### src/rtl/eft_pkg.sv
// ----------------------------------------------------------------------------
// eft_pkg
// Shared types and constants of the eased fade tween: field widths, register
// indexes, mode codes, controller states and datapath operations.
// ----------------------------------------------------------------------------
`default_nettype none

package eft_pkg;

  // Field widths
  localparam int LevelW = 16;
  localparam int RateW  = 16;
  localparam int DtW    = 16;
  localparam int ModeW  = 2;
  localparam int PhaseW = 18;
  localparam int AddrW  = 2;
  localparam int OutW   = 24;

  // Phase constants, Q2.16
  localparam logic [PhaseW-1:0] PhaseOne  = 18'd65536;
  localparam logic [PhaseW-1:0] PhaseMax  = 18'h3FFFF;
  localparam logic [16:0]       EaseOne   = 17'd65536;
  localparam logic [16:0]       EaseHalf  = 17'd32768;

  // Configuration register indexes
  localparam logic [AddrW-1:0] REG_START_LEVEL = 2'd0;
  localparam logic [AddrW-1:0] REG_END_LEVEL   = 2'd1;
  localparam logic [AddrW-1:0] REG_RATE        = 2'd2;
  localparam logic [AddrW-1:0] REG_START_MODE  = 2'd3;

  // Mode codes
  localparam logic [ModeW-1:0] MODE_BRIGHT    = 2'd0;
  localparam logic [ModeW-1:0] MODE_DARK      = 2'd1;
  localparam logic [ModeW-1:0] MODE_GO_DARK   = 2'd2;
  localparam logic [ModeW-1:0] MODE_GO_BRIGHT = 2'd3;

  // Request kinds carried in tuser
  localparam logic REQ_TICK  = 1'b0;
  localparam logic REQ_START = 1'b1;

  typedef enum logic [2:0] {
    ST_IDLE,
    ST_DISPATCH,
    ST_MUL_INC,
    ST_MUL_SQ,
    ST_MUL_OFF,
    ST_UPDATE,
    ST_EMIT
  } eft_state_t;

  typedef enum logic [2:0] {
    OP_NONE,
    OP_START,
    OP_HOLD,
    OP_FINISH,
    OP_MUL_INC,
    OP_MUL_SQ,
    OP_MUL_OFF,
    OP_UPDATE
  } eft_op_t;

  // Controller to datapath
  typedef struct packed {
    logic    capture;
    eft_op_t op;
    logic    emit;
  } eft_cmd_t;

  // Datapath to controller
  typedef struct packed {
    logic start;
    logic active;
    logic phase_le_one;
  } eft_stat_t;

endpackage

`default_nettype wire

### src/rtl/eased_fade_tween.sv
// ----------------------------------------------------------------------------
// eased_fade_tween
// Eased fade engine: quadratic ease-in-out between two levels, stepped by
// timed tick requests, with a start request and dark/bright end modes.
// ----------------------------------------------------------------------------
//  channel  | direction | handshake           | payload
//  s_*      | in        | s_tvalid / s_tready | tuser: cmd; tdata: delta_time
//  m_*      | out       | m_tvalid / m_tready | tdata: level, went_dark, running, mode
//  cfg_*    | in        | cfg_we              | cfg_addr index, cfg_wdata value
//
//  A running tick passes through dispatch, three shared-multiplier passes,
//  update and emit before its result is registered; start requests, idle ticks
//  and ending ticks go from dispatch straight to emit.
//  Reset is synchronous; no item is accepted while one is in progress.
//  A new request is taken while the previous result still waits in the
//  output register; emit stalls until that register is free.
// ----------------------------------------------------------------------------
`default_nettype none

module eased_fade_tween import eft_pkg::*; (
  input  logic              clk,
  input  logic              rst,
  input  logic              cfg_we,
  input  logic [AddrW-1:0]  cfg_addr,
  input  logic [LevelW-1:0] cfg_wdata,
  input  logic              s_tvalid,
  output logic              s_tready,
  input  logic [DtW-1:0]    s_tdata,   // [15:0] delta_time
  input  logic              s_tuser,   // [0] cmd
  output logic              m_tvalid,
  input  logic              m_tready,
  output logic [OutW-1:0]   m_tdata    // [15:0] level, [16] went_dark,
                                       // [17] running, [19:18] mode, [23:20] zero
);

  eft_cmd_t  cmd;
  eft_stat_t stat;

  // Sequencer
  eft_ctrl u_ctrl (
    .clk      (clk),
    .rst      (rst),
    .s_tvalid (s_tvalid),
    .s_tready (s_tready),
    .m_tvalid (m_tvalid),
    .m_tready (m_tready),
    .stat     (stat),
    .cmd      (cmd)
  );

  // Arithmetic and state
  eft_dpath u_dpath (
    .clk       (clk),
    .rst       (rst),
    .cfg_we    (cfg_we),
    .cfg_addr  (cfg_addr),
    .cfg_wdata (cfg_wdata),
    .s_tdata   (s_tdata),
    .s_tuser   (s_tuser),
    .cmd       (cmd),
    .stat      (stat),
    .m_tdata   (m_tdata)
  );

endmodule

`default_nettype wire

### src/rtl/eft_ctrl.sv
// ----------------------------------------------------------------------------
// eft_ctrl
// Sequencer of the eased fade tween: takes one request at a time, steps the
// datapath through its multiplies and hands the result to the output register.
// ----------------------------------------------------------------------------
`default_nettype none

module eft_ctrl import eft_pkg::*; (
  input  logic      clk,
  input  logic      rst,
  input  logic      s_tvalid,
  output logic      s_tready,
  output logic      m_tvalid,
  input  logic      m_tready,
  input  eft_stat_t stat,
  output eft_cmd_t  cmd
);

  eft_state_t state;
  eft_state_t state_next;

  // State register
  always_ff @(posedge clk) begin
    if (rst) begin
      state <= ST_IDLE;
    end else begin
      state <= state_next;
    end
  end

  // Output valid: set on emit, drop once taken
  always_ff @(posedge clk) begin
    if (rst) begin
      m_tvalid <= 1'b0;
    end else if (cmd.emit) begin
      m_tvalid <= 1'b1;
    end else if (m_tready) begin
      m_tvalid <= 1'b0;
    end
  end

  assign s_tready = (state == ST_IDLE);

  // Next state and commands
  always_comb begin
    state_next = state;
    cmd        = '{capture: 1'b0, op: OP_NONE, emit: 1'b0};
    unique case (state)
      ST_IDLE: begin
        if (s_tvalid) begin
          cmd.capture = 1'b1;
          state_next  = ST_DISPATCH;
        end
      end
      ST_DISPATCH: begin
        priority if (stat.start) begin
          cmd.op     = OP_START;
          state_next = ST_EMIT;
        end else if (!stat.active) begin
          cmd.op     = OP_HOLD;
          state_next = ST_EMIT;
        end else if (!stat.phase_le_one) begin
          cmd.op     = OP_FINISH;
          state_next = ST_EMIT;
        end else begin
          state_next = ST_MUL_INC;
        end
      end
      ST_MUL_INC: begin
        cmd.op     = OP_MUL_INC;
        state_next = ST_MUL_SQ;
      end
      ST_MUL_SQ: begin
        cmd.op     = OP_MUL_SQ;
        state_next = ST_MUL_OFF;
      end
      ST_MUL_OFF: begin
        cmd.op     = OP_MUL_OFF;
        state_next = ST_UPDATE;
      end
      ST_UPDATE: begin
        cmd.op     = OP_UPDATE;
        state_next = ST_EMIT;
      end
      ST_EMIT: begin
        if (!m_tvalid || m_tready) begin
          cmd.emit   = 1'b1;
          state_next = ST_IDLE;
        end
      end
      default: begin
        state_next = ST_IDLE;
      end
    endcase
  end

  // An accepted request is classified in the following cycle
  a_accept_dispatch: assert property (@(posedge clk) disable iff (rst)
    (s_tvalid && s_tready) |=> (state == ST_DISPATCH))
    else $error("accepted request not dispatched");

  // Never overwrite a result that is still waiting
  a_emit_free: assert property (@(posedge clk) disable iff (rst)
    cmd.emit |-> (!m_tvalid || m_tready))
    else $error("result emitted over a pending one");

  // Multiply steps run back to back
  a_mul_chain: assert property (@(posedge clk) disable iff (rst)
    (state == ST_MUL_INC) |=> (state == ST_MUL_SQ))
    else $error("multiply sequence broken");

endmodule

`default_nettype wire

### src/rtl/eft_dpath.sv
// ----------------------------------------------------------------------------
// eft_dpath
// Datapath of the eased fade tween: configuration registers, animation state,
// one shared 17x17 multiplier and the output register.
// ----------------------------------------------------------------------------
`default_nettype none

module eft_dpath import eft_pkg::*; (
  input  logic              clk,
  input  logic              rst,
  input  logic              cfg_we,
  input  logic [AddrW-1:0]  cfg_addr,
  input  logic [LevelW-1:0] cfg_wdata,
  input  logic [DtW-1:0]    s_tdata,
  input  logic              s_tuser,
  input  eft_cmd_t          cmd,
  output eft_stat_t         stat,
  output logic [OutW-1:0]   m_tdata
);

  // Configuration
  logic [LevelW-1:0] start_level;
  logic [LevelW-1:0] end_level;
  logic [RateW-1:0]  rate;
  logic [ModeW-1:0]  start_mode;

  // Captured request
  logic [DtW-1:0] dt_r;
  logic           cmd_r;

  // Animation state
  logic [PhaseW-1:0] phase;
  logic              active;
  logic [ModeW-1:0]  mode_reg;
  logic [LevelW-1:0] level_reg;
  logic              dark_flag;

  // Intermediate results
  logic [23:0] inc_r;
  logic [16:0] ease_r;
  logic [17:0] off_r;
  logic [OutW-1:0] out_data;

  // Combinational terms
  logic [16:0] t;
  logic        t_low;
  logic [16:0] x;
  logic [16:0] span;
  logic [16:0] mag;
  logic [16:0] mul_a;
  logic [16:0] mul_b;
  logic [33:0] prod;
  logic [16:0] sq_shr;
  logic [16:0] ease_calc;
  logic [17:0] off_calc;
  logic signed [18:0] s19;
  logic signed [18:0] o19;
  logic signed [18:0] r19;
  logic [LevelW-1:0]  level_calc;
  logic [24:0] phase_sum;
  logic [PhaseW-1:0]  phase_sat;

  // Configuration writes
  always_ff @(posedge clk) begin
    if (rst) begin
      start_level <= '0;
      end_level   <= '0;
      rate        <= 16'd256;
      start_mode  <= MODE_BRIGHT;
    end else if (cfg_we) begin
      unique case (cfg_addr)
        REG_START_LEVEL: start_level <= cfg_wdata;
        REG_END_LEVEL:   end_level   <= cfg_wdata;
        REG_RATE:        rate        <= cfg_wdata;
        REG_START_MODE:  start_mode  <= cfg_wdata[ModeW-1:0];
        default: ;
      endcase
    end
  end

  // Ease operand: fold the upper half onto the lower one
  assign t     = phase[16:0];
  assign t_low = (t <= EaseHalf);
  assign x     = t_low ? t : (EaseOne - t);

  // Distance between levels, 17 bit signed, and its magnitude
  assign span = {end_level[LevelW-1], end_level} - {start_level[LevelW-1], start_level};
  assign mag  = span[16] ? (17'd0 - span) : span;

  // Shared multiplier operand select
  always_comb begin
    unique case (cmd.op)
      OP_MUL_INC: begin
        mul_a = {1'b0, dt_r};
        mul_b = {1'b0, rate};
      end
      OP_MUL_SQ: begin
        mul_a = x;
        mul_b = x;
      end
      OP_MUL_OFF: begin
        mul_a = mag;
        mul_b = ease_r;
      end
      default: begin
        mul_a = '0;
        mul_b = '0;
      end
    endcase
  end

  assign prod      = {17'd0, mul_a} * {17'd0, mul_b};
  assign sq_shr    = prod[31:15];
  assign ease_calc = t_low ? sq_shr : (EaseOne - sq_shr);
  assign off_calc  = 18'((prod + 34'd32768) >> 16);

  // New level: start plus signed offset, clamped to 16 bit
  assign s19 = {{3{start_level[LevelW-1]}}, start_level};
  assign o19 = {1'b0, off_r};
  assign r19 = span[16] ? (s19 - o19) : (s19 + o19);
  always_comb begin
    priority if (r19 > 19'sd32767) begin
      level_calc = 16'h7FFF;
    end else if (r19 < -19'sd32768) begin
      level_calc = 16'h8000;
    end else begin
      level_calc = r19[LevelW-1:0];
    end
  end

  // Saturating phase advance
  assign phase_sum = {7'd0, phase} + {1'b0, inc_r};
  assign phase_sat = (phase_sum > {7'd0, PhaseMax}) ? PhaseMax : phase_sum[PhaseW-1:0];

  // Capture request and intermediate products
  always_ff @(posedge clk) begin
    if (cmd.capture) begin
      dt_r  <= s_tdata;
      cmd_r <= s_tuser;
    end
    if (cmd.op == OP_MUL_INC) begin
      inc_r <= prod[31:8];
    end
    if (cmd.op == OP_MUL_SQ) begin
      ease_r <= ease_calc;
    end
    if (cmd.op == OP_MUL_OFF) begin
      off_r <= off_calc;
    end
    if (cmd.emit) begin
      out_data <= {4'd0, mode_reg, active, dark_flag, level_reg};
    end
  end

  // Animation state
  always_ff @(posedge clk) begin
    if (rst) begin
      phase     <= '0;
      active    <= 1'b0;
      mode_reg  <= MODE_BRIGHT;
      level_reg <= '0;
      dark_flag <= 1'b0;
    end else begin
      unique case (cmd.op)
        OP_START: begin
          phase     <= '0;
          active    <= 1'b1;
          mode_reg  <= start_mode;
          dark_flag <= 1'b0;
        end
        OP_HOLD: begin
          dark_flag <= 1'b0;
        end
        OP_FINISH: begin
          active    <= 1'b0;
          dark_flag <= (mode_reg == MODE_GO_DARK);
          if (mode_reg == MODE_GO_DARK) begin
            mode_reg <= MODE_DARK;
          end else if (mode_reg == MODE_GO_BRIGHT) begin
            mode_reg <= MODE_BRIGHT;
          end
        end
        OP_UPDATE: begin
          level_reg <= level_calc;
          phase     <= phase_sat;
          dark_flag <= 1'b0;
        end
        default: ;
      endcase
    end
  end

  assign stat    = '{start: (cmd_r == REQ_START), active: active,
                     phase_le_one: (phase <= PhaseOne)};
  assign m_tdata = out_data;

  // Phase never moves backwards on an update
  a_phase_mono: assert property (@(posedge clk) disable iff (rst)
    (cmd.op == OP_UPDATE) |=> (phase >= $past(phase)))
    else $error("phase decreased");

  // Finishing leaves no transition mode and no animation
  a_finish_mode: assert property (@(posedge clk) disable iff (rst)
    (cmd.op == OP_FINISH) |=>
      (!active && mode_reg != MODE_GO_DARK && mode_reg != MODE_GO_BRIGHT))
    else $error("finish left a transition mode");

  // The dark pulse only stands with dark mode
  a_dark_mode: assert property (@(posedge clk) disable iff (rst)
    dark_flag |-> (mode_reg == MODE_DARK))
    else $error("dark pulse without dark mode");

endmodule

`default_nettype wire
### config.mk
export PLATFORM = sky130hd
export DESIGN_NAME = eased_fade_tween
export DESIGN_NICKNAME = d
export VERILOG_FILES = /design/src/rtl/eft_pkg.sv /design/src/rtl/eased_fade_tween.sv /design/src/rtl/eft_ctrl.sv /design/src/rtl/eft_dpath.sv
export SDC_FILE = /design/constraint.sdc
export NUM_CORES = 1
export LEC_CHECK = 0
export BUFFER_PORTS_ARGS = -buffer_cell sky130_fd_sc_hd__buf_4
export CAP_MARGIN = 20
export CORE_UTILIZATION = 40
export DETAILED_ROUTE_END_ITERATION = 10
export GPL_ROUTABILITY_DRIVEN = 0
export PLACE_DENSITY = 0.57
export REMOVE_ABC_BUFFERS = 1
export SKIP_CTS_REPAIR_TIMING = 1
export SYNTH_ARGS = -nofsm -noshare
export SYNTH_HDL_FRONTEND = slang
export SYNTH_SLANG_ARGS = --single-unit
### constraint.sdc
create_clock -name clk -period 11.15 [get_ports clk]
set_clock_uncertainty 0.1 [all_clocks]
set_input_delay 2.7875 -clock clk [delete_from_list [all_inputs] [get_ports clk]]
set_output_delay 2.7875 -clock clk [all_outputs]
set_load 0.005 [all_outputs]
==> flow_metrics.env, run 1 <==
export IMPL_arrival_ns=10.87
export IMPL_start_util=0.407
export IMPL_avgSynthCellArea_um2=8.70
export IMPL_synth_largest_area_cell="fa_1"
export IMPL_slowest_stage="xor2_1"
export IMPL_hold_violations=0
export IMPL_ir_drop_uv=130
export IMPL_cap_violations=0
export IMPL_hold_class="flop to flop"
export IMPL_num_rows=85
export IMPL_setup_viol_count_final=0
export IMPL_synth_most_common_cell="inv_1"
export IMPL_ys_seq_area_frac=0.215
export IMPL_viasPerCell=5.84
export IMPL_drt_first_pass_iters=5
export IMPL_fin_crit_sh=0.962
export IMPL_cellPowerDensity_nw_per_um2=131
export IMPL_clock_sinks=188
export IMPL_critical_path_class="flop to flop"
export IMPL_maxSlewViolCount=0
export IMPL_grt_overflow_total=0
export IMPL_synth_async_reset_ratio=0
export IMPL_r2r_cells=33
export IMPL_min_path_cells=0
export IMPL_wl_per_cell_um=21.7
export IMPL_end_kind="flop"
export IMPL_yosys_warnings=0
export IMPL_drive_gt1_frac=0.0929
export IMPL_place_hpwl_um=57500
export IMPL_synth_cell_types=110
export IMPL_ant_nets=0
export IMPL_synth_top_cell_area_share=0.205
export IMPL_postSynthCellCount=2530
export IMPL_die_h_um=237
export IMPL_cp_max_fo=14
export IMPL_slew_headroom=0.298
export IMPL_syn_area_um2=22000
export IMPL_clock_path_buffers=2
export IMPL_io_pins=66
export IMPL_synthTopCellsByArea="fa_1 20%, edfxtp_1 13%, ha_1 9.3%"
export IMPL_core_area_um2=54100
export IMPL_grt_pass1_wl_um=109000
export IMPL_synthToLayoutAreaGrowth_pct=8.97
export IMPL_fmax_mhz=93.2
export IMPL_post_route_util=0.443
export IMPL_cts_root_buffer_cell="clkbuf_16"
export IMPL_clk_pin_slew_worst_paths_ns=0.09
export IMPL_fin_setup_tns_ns=0
export IMPL_diodes=0
export IMPL_synth_edf_count=96
export IMPL_fill_cells=5353
export IMPL_drcViolationCount=0
export IMPL_vias=19100
export IMPL_crit_path_frequent_cell="fa_1"
export IMPL_die_w_um=237
export IMPL_fin_nets=2988
export IMPL_cts_tree="built"
export IMPL_yosys_top_cells_count="335 x inv_1, 307 x nand2_1, 225 x fa_1, 204 x nor2_1, 163 x ha_1"
export IMPL_dieArea_um2=56000
export IMPL_largest_reg_flops=24
export IMPL_finalPower_w=0.00315
export IMPL_regMostFlops="u_dpath.inc_r"
export IMPL_grt_max_degree=81
export IMPL_outcome="finished clean"
export IMPL_grt_usage=0.256
export IMPL_grt_antenna_before_repair=1
export IMPL_clock_latency_ns=0.49
export IMPL_grt_pass1_vias=18900
export IMPL_max_stage_delay_ns=0.66
export IMPL_layout_min_cycle_time_ns=10.73
export IMPL_cp_required_ns=11.29
export IMPL_numCtsBuffers=17
export IMPL_portBuffers=61
export IMPL_tightest_slew_ns=1.05
export IMPL_routed_wirelength_um=70800
export IMPL_start_kind="flop"
export IMPL_cts_max_level=4
export IMPL_ys_flop_type="edfxtp_1"
export IMPL_p_leak_nw=10.6
export IMPL_drtIter0Drc=1556
export IMPL_ys_ff_latch=188
==> critical path: cells and delay by family (launching register included) <==
kind,cells,cell delay (ns)
adder cells (fa/ha/maj),9,4.39
AND/OR/NAND/NOR,8,2.13
multiplexers,2,0.49
buffers and inverters,4,0.21
AO/OA/AOI/OAI,8,2.00
XOR/XNOR,2,0.76
flip-flops,1,0.34
==> kinds of logic after synthesis <==
kind of cell / count (synthesis) / share of synthesized area
AO/OA/AOI/OAI: 571 / 0.180
flip-flops: 188 / 0.215
adder cells (fa/ha/maj): 388 / 0.297
XOR/XNOR: 119 / 0.0489
multiplexers: 14 / 0.00642
buffers and inverters: 449 / 0.0799
AND/OR/NAND/NOR: 800 / 0.172
other: 1 / 0.000170
==> area by class of cell <==
class / instances / area (um^2) / area share
Inverter: 335 / 1260 / 0.0524
Clock buffer: 18 / 450 / 0.0188
Tap cell: 696 / 871 / 0.0363
Sequential cell: 188 / 4720 / 0.197
Clock inverter: 14 / 180 / 0.00751
Multi-Input combinational cell: 1896 / 15600 / 0.650
Timing Repair Buffer: 122 / 916 / 0.0382
==> final timing paths <==
kind / startpoint / to / slack [ns]
setup reg to reg: u_dpath.end_level[0] / u_dpath.off_r[17] / 0.42
hold / removal: u_dpath.level_reg[14] / u_dpath.m_tdata[14] / 0.34
setup / recovery: u_dpath.end_level[0] / u_dpath.off_r[17] / 0.42
hold reg to reg: u_dpath.level_reg[14] / u_dpath.m_tdata[14] / 0.34
==> report_power, final <==
| group | switching (W) | internal (W) |
|---|---|---|
| Clock | 0.000345 | 0.000323 |
| Combinational | 0.00107 | 0.000562 |
| Sequential | 0.0000459 | 0.000800 |
| Total | 0.00147 | 0.00168 |
==> placed cells by master (no fill, tap or decap), types with 19 or more instances in the layout <==
| cell | synthesis | layout |
|---|---|---|
| edfxtp_1 | 96 | 96 |
| nand3_1 | 36 | 36 |
| a21o_1 | 43 | 43 |
| a21oi_1 | 144 | 143 |
| buf_4 | 6 | 122 |
| nor3_1 | 58 | 58 |
| ha_1 | 163 | 163 |
| nand2b_1 | 26 | 26 |
| fa_1 | 225 | 225 |
| and2_1 | 21 | 21 |
| or3_1 | 25 | 25 |
| o22ai_1 | 30 | 30 |
| dfxtp_1 | 92 | 92 |
| nand2_1 | 307 | 305 |
| inv_1 | 335 | 334 |
| nor2_1 | 204 | 201 |
| and3_1 | 19 | 19 |
| a211oi_1 | 48 | 48 |
| a31oi_1 | 34 | 34 |
| xor2_1 | 47 | 47 |
| xnor2_1 | 69 | 69 |
| o21ai_0 | 72 | 72 |
==> stage by stage <==
| stage | hold WS, ns | setup WS, ns | cells | cell area, um^2 |
|---|---|---|---|---|
| global placement | 0.314 | 0.582 | 3235 | 23300 |
| CTS | 0.341 | 0.449 | 3267 | 23900 |
| global route | 0.358 | -0.00241 | 3269 | 24000 |
| finish | 0.344 | 0.418 | 3269 | 24000 |
| floorplan | 0.308 | 1.04 | 2419 | 21500 |
| detailed placement | 0.319 | 0.499 | 3235 | 23300 |
==> per-layer routing <==
metal	share of wire	vias up	track usage	wire, um
li1	-	8704	-	-
met1	0.41	9377	0.334	29300
met2	0.46	838	0.409	32400
met3	0.077	182	0.0453	5480
met4	0.051	2	0.125	3580
met5	0.00025	-	0	18
(Power assumes the default switching activity.)
==> run 2: changes to the inputs <==
Settings changed: SYNTH_HIERARCHICAL from default to 1.
Clock period 11.15 ns to 12.3 ns, I/O delays scaled along.
==> run 2 against run 1 <==
Compared with the run above: total power is 29% lower; first-iteration DRC count is 22% higher; critical path depth is 5 higher; worst hold slack worse by 0.0070 ns; clock-buffer cell count is 1 higher; register-to-register slack better by 0.10 ns; die area is 1.7% higher; combinational power is 44% lower; sequential share of layout area is 0.32 points lower; non-clock buffer count is 6 higher; synthesized cell count is 1.7% higher; largest power group unchanged.
==> flow_metrics.env, run 2 <==
export IMPL_place_hpwl_um=60000
export IMPL_grt_use_met1=0.361
export IMPL_largest_reg_flops=24
export IMPL_grt_busiest_layer="met2"
export IMPL_hold_class="flop to flop"
export IMPL_max_stage_delay_ns=0.74
export IMPL_dieArea_um2=56900
export IMPL_cts_max_level=4
export IMPL_routed_wirelength_um=74400
export IMPL_gr_usage_met2=0.418
export IMPL_ys_flop_type="edfxtp_1"
export IMPL_numCtsBuffers=17
export IMPL_grt_pass1_wl_um=114000
export IMPL_r2r_end="u_dpath/off_r[17]"
export IMPL_r2r_start="u_dpath/phase[0]"
export IMPL_drt_first_pass_iters=6
export IMPL_ys_seq_area_frac=0.211
export IMPL_slowest_stage="a221o_1"
export IMPL_drtIter0Drc=1902
export IMPL_finalPower_w=0.00223
export IMPL_clock_path_buffers=2
export IMPL_ant_nets=0
export IMPL_tightest_slew_ns=1.03
export IMPL_cts_root_buffer_cell="clkbuf_16"
export IMPL_grt_antenna_before_repair=0
export IMPL_grt_max_degree=77
export IMPL_ir_drop_uv=108
export IMPL_r2r_cells=38
export IMPL_synth_async_reset_ratio=0
export IMPL_cp_max_fo=15
export IMPL_ys_ff_latch=188
export IMPL_maxSlewViolCount=0
export IMPL_synthToLayoutAreaGrowth_pct=8.90
export IMPL_die_h_um=239
export IMPL_post_route_util=0.442
export IMPL_io_pins=66
export IMPL_avgSynthCellArea_um2=8.70
export IMPL_clock_latency_ns=0.47
export IMPL_grt_overflow_total=0
export IMPL_synth_top_cell_area_share=0.201
export IMPL_yosys_top_cells_count="316 x inv_1, 306 x nand2_1, 243 x nor2_1, 225 x fa_1, 165 x ha_1"
export IMPL_synth_edf_count=96
export IMPL_layout_min_cycle_time_ns=11.78
export IMPL_outcome="finished clean"
export IMPL_die_w_um=239
export IMPL_arrival_ns=11.89
export IMPL_grt_pass1_vias=18900
export IMPL_start_kind="flop"
export IMPL_r2r_setup_slack_ns=0.52
export IMPL_drcViolationCount=0
export IMPL_fin_setup_tns_ns=0
export IMPL_grt_util_met3=0.0498
export IMPL_start_util=0.406
export IMPL_fmax_mhz=84.9
export IMPL_cap_violations=0
export IMPL_synthTopCellsByArea="fa_1 20%, edfxtp_1 13%, ha_1 9.2%"
export IMPL_critPathBufInv=9
export IMPL_diodes=0
export IMPL_critical_path_class="flop to flop"
export IMPL_min_path_cells=0
export IMPL_syn_area_um2=22400
export IMPL_postSynthCellCount=2572
export IMPL_num_rows=86
export IMPL_regMostFlops="u_dpath/inc_r"
export IMPL_rsz0062_at_grt="no"
export IMPL_viasPerCell=5.78
export IMPL_crit_path_frequent_cell="inv_1"
export IMPL_path_delay_family="adder cells"
export IMPL_core_area_um2=55200
export IMPL_hp_start="u_dpath/level_reg[3]"
export IMPL_drive_gt1_frac=0.106
export IMPL_p_leak_nw=10.6
export IMPL_final_common_cell="inv_1"
export IMPL_portBuffers=61
export IMPL_yosys_warnings=6
export IMPL_end_kind="flop"
export IMPL_grt_usage=0.266
export IMPL_hold_violations=0
export IMPL_slew_headroom=0.311
export IMPL_fin_crit_sh=0.958
export IMPL_synth_most_common_cell="inv_1"
export IMPL_cts_tree="built"
export IMPL_layout_common_cells="315 x inv_1, 305 x nand2_1, 242 x nor2_1"
export IMPL_clock_sinks=188
export IMPL_holdPathEnd="u_dpath/m_tdata[3]"
export IMPL_synth_largest_area_cell="fa_1"
export IMPL_vias=19400
export IMPL_holdWs_ns=0.337
export IMPL_wl_per_cell_um=22.2
export IMPL_setup_viol_count_final=0
export IMPL_synth_cell_types=104
export IMPL_cp_required_ns=12.41
export IMPL_clk_pin_slew_worst_paths_ns=0.08
export IMPL_fin_nets=3023
export IMPL_cellPowerDensity_nw_per_um2=91.6
## run 2: where the power goes
| group | leakage [nW] | internal [W] | switching [W] |
|---|---|---|---|
| logic | 8.70 | 0.000299 | 0.000620 |
| clock network | 0.295 | 0.000301 | 0.000277 |
| registers | 1.64 | 0.000702 | 0.0000341 |
## run 2: per-stage QoR
stage / setup WS [ns] / instance area (um^2) / cells
after floorplan: -0.828 / 21800 / 2446
after global placement: 0.656 / 23700 / 3319
after detailed placement: 0.415 / 23700 / 3321
after CTS: 0.350 / 24300 / 3353
after global routing: 0.0221 / 24400 / 3354
final: 0.522 / 24400 / 3354
## run 2: cell families after synthesis
logic type               synth area share
multiplexers                      0.00743
XOR/XNOR                           0.0508
other                            0.000168
adder cells (fa/ha/maj)             0.293
flip-flops                          0.211
buffers and inverters              0.0808
AO/OA/AOI/OAI                       0.164
AND/OR/NAND/NOR                     0.192
## run 2: worst max path at each step
stage               slack, ns              from  cells past startpoint                 to
floorplan               -0.83  u_dpath/phase[1]                     33  u_dpath/off_r[17]
global placement         0.66  u_dpath/phase[0]                     36  u_dpath/off_r[17]
detailed placement       0.41  u_dpath/phase[0]                     36  u_dpath/off_r[17]
CTS                      0.35  u_dpath/phase[0]                     36  u_dpath/off_r[17]
global route             0.02  u_dpath/phase[0]                     35  u_dpath/off_r[17]
finish                   0.52  u_dpath/phase[0]                     38  u_dpath/off_r[17]
## run 2: metal layers
| layer | vias to the layer above | routed length (um) |
|---|---|---|
| met5 | - | 0 |
| met4 | 0 | 3090 |
| met3 | 159 | 6280 |
| met2 | 857 | 34000 |
| met1 | 9532 | 31100 |
| li1 | 8829 | - |
## run 2: cell type report
cell class | instances | area (um^2)
clock inverter | 13 | 145
clock buffer | 19 | 454
timing repair buffer | 128 | 993
tap | 748 | 936
inverter | 317 | 1190
multi-input combinational | 1941 | 15900
fill | 5390 | 30800
sequential | 188 | 4720
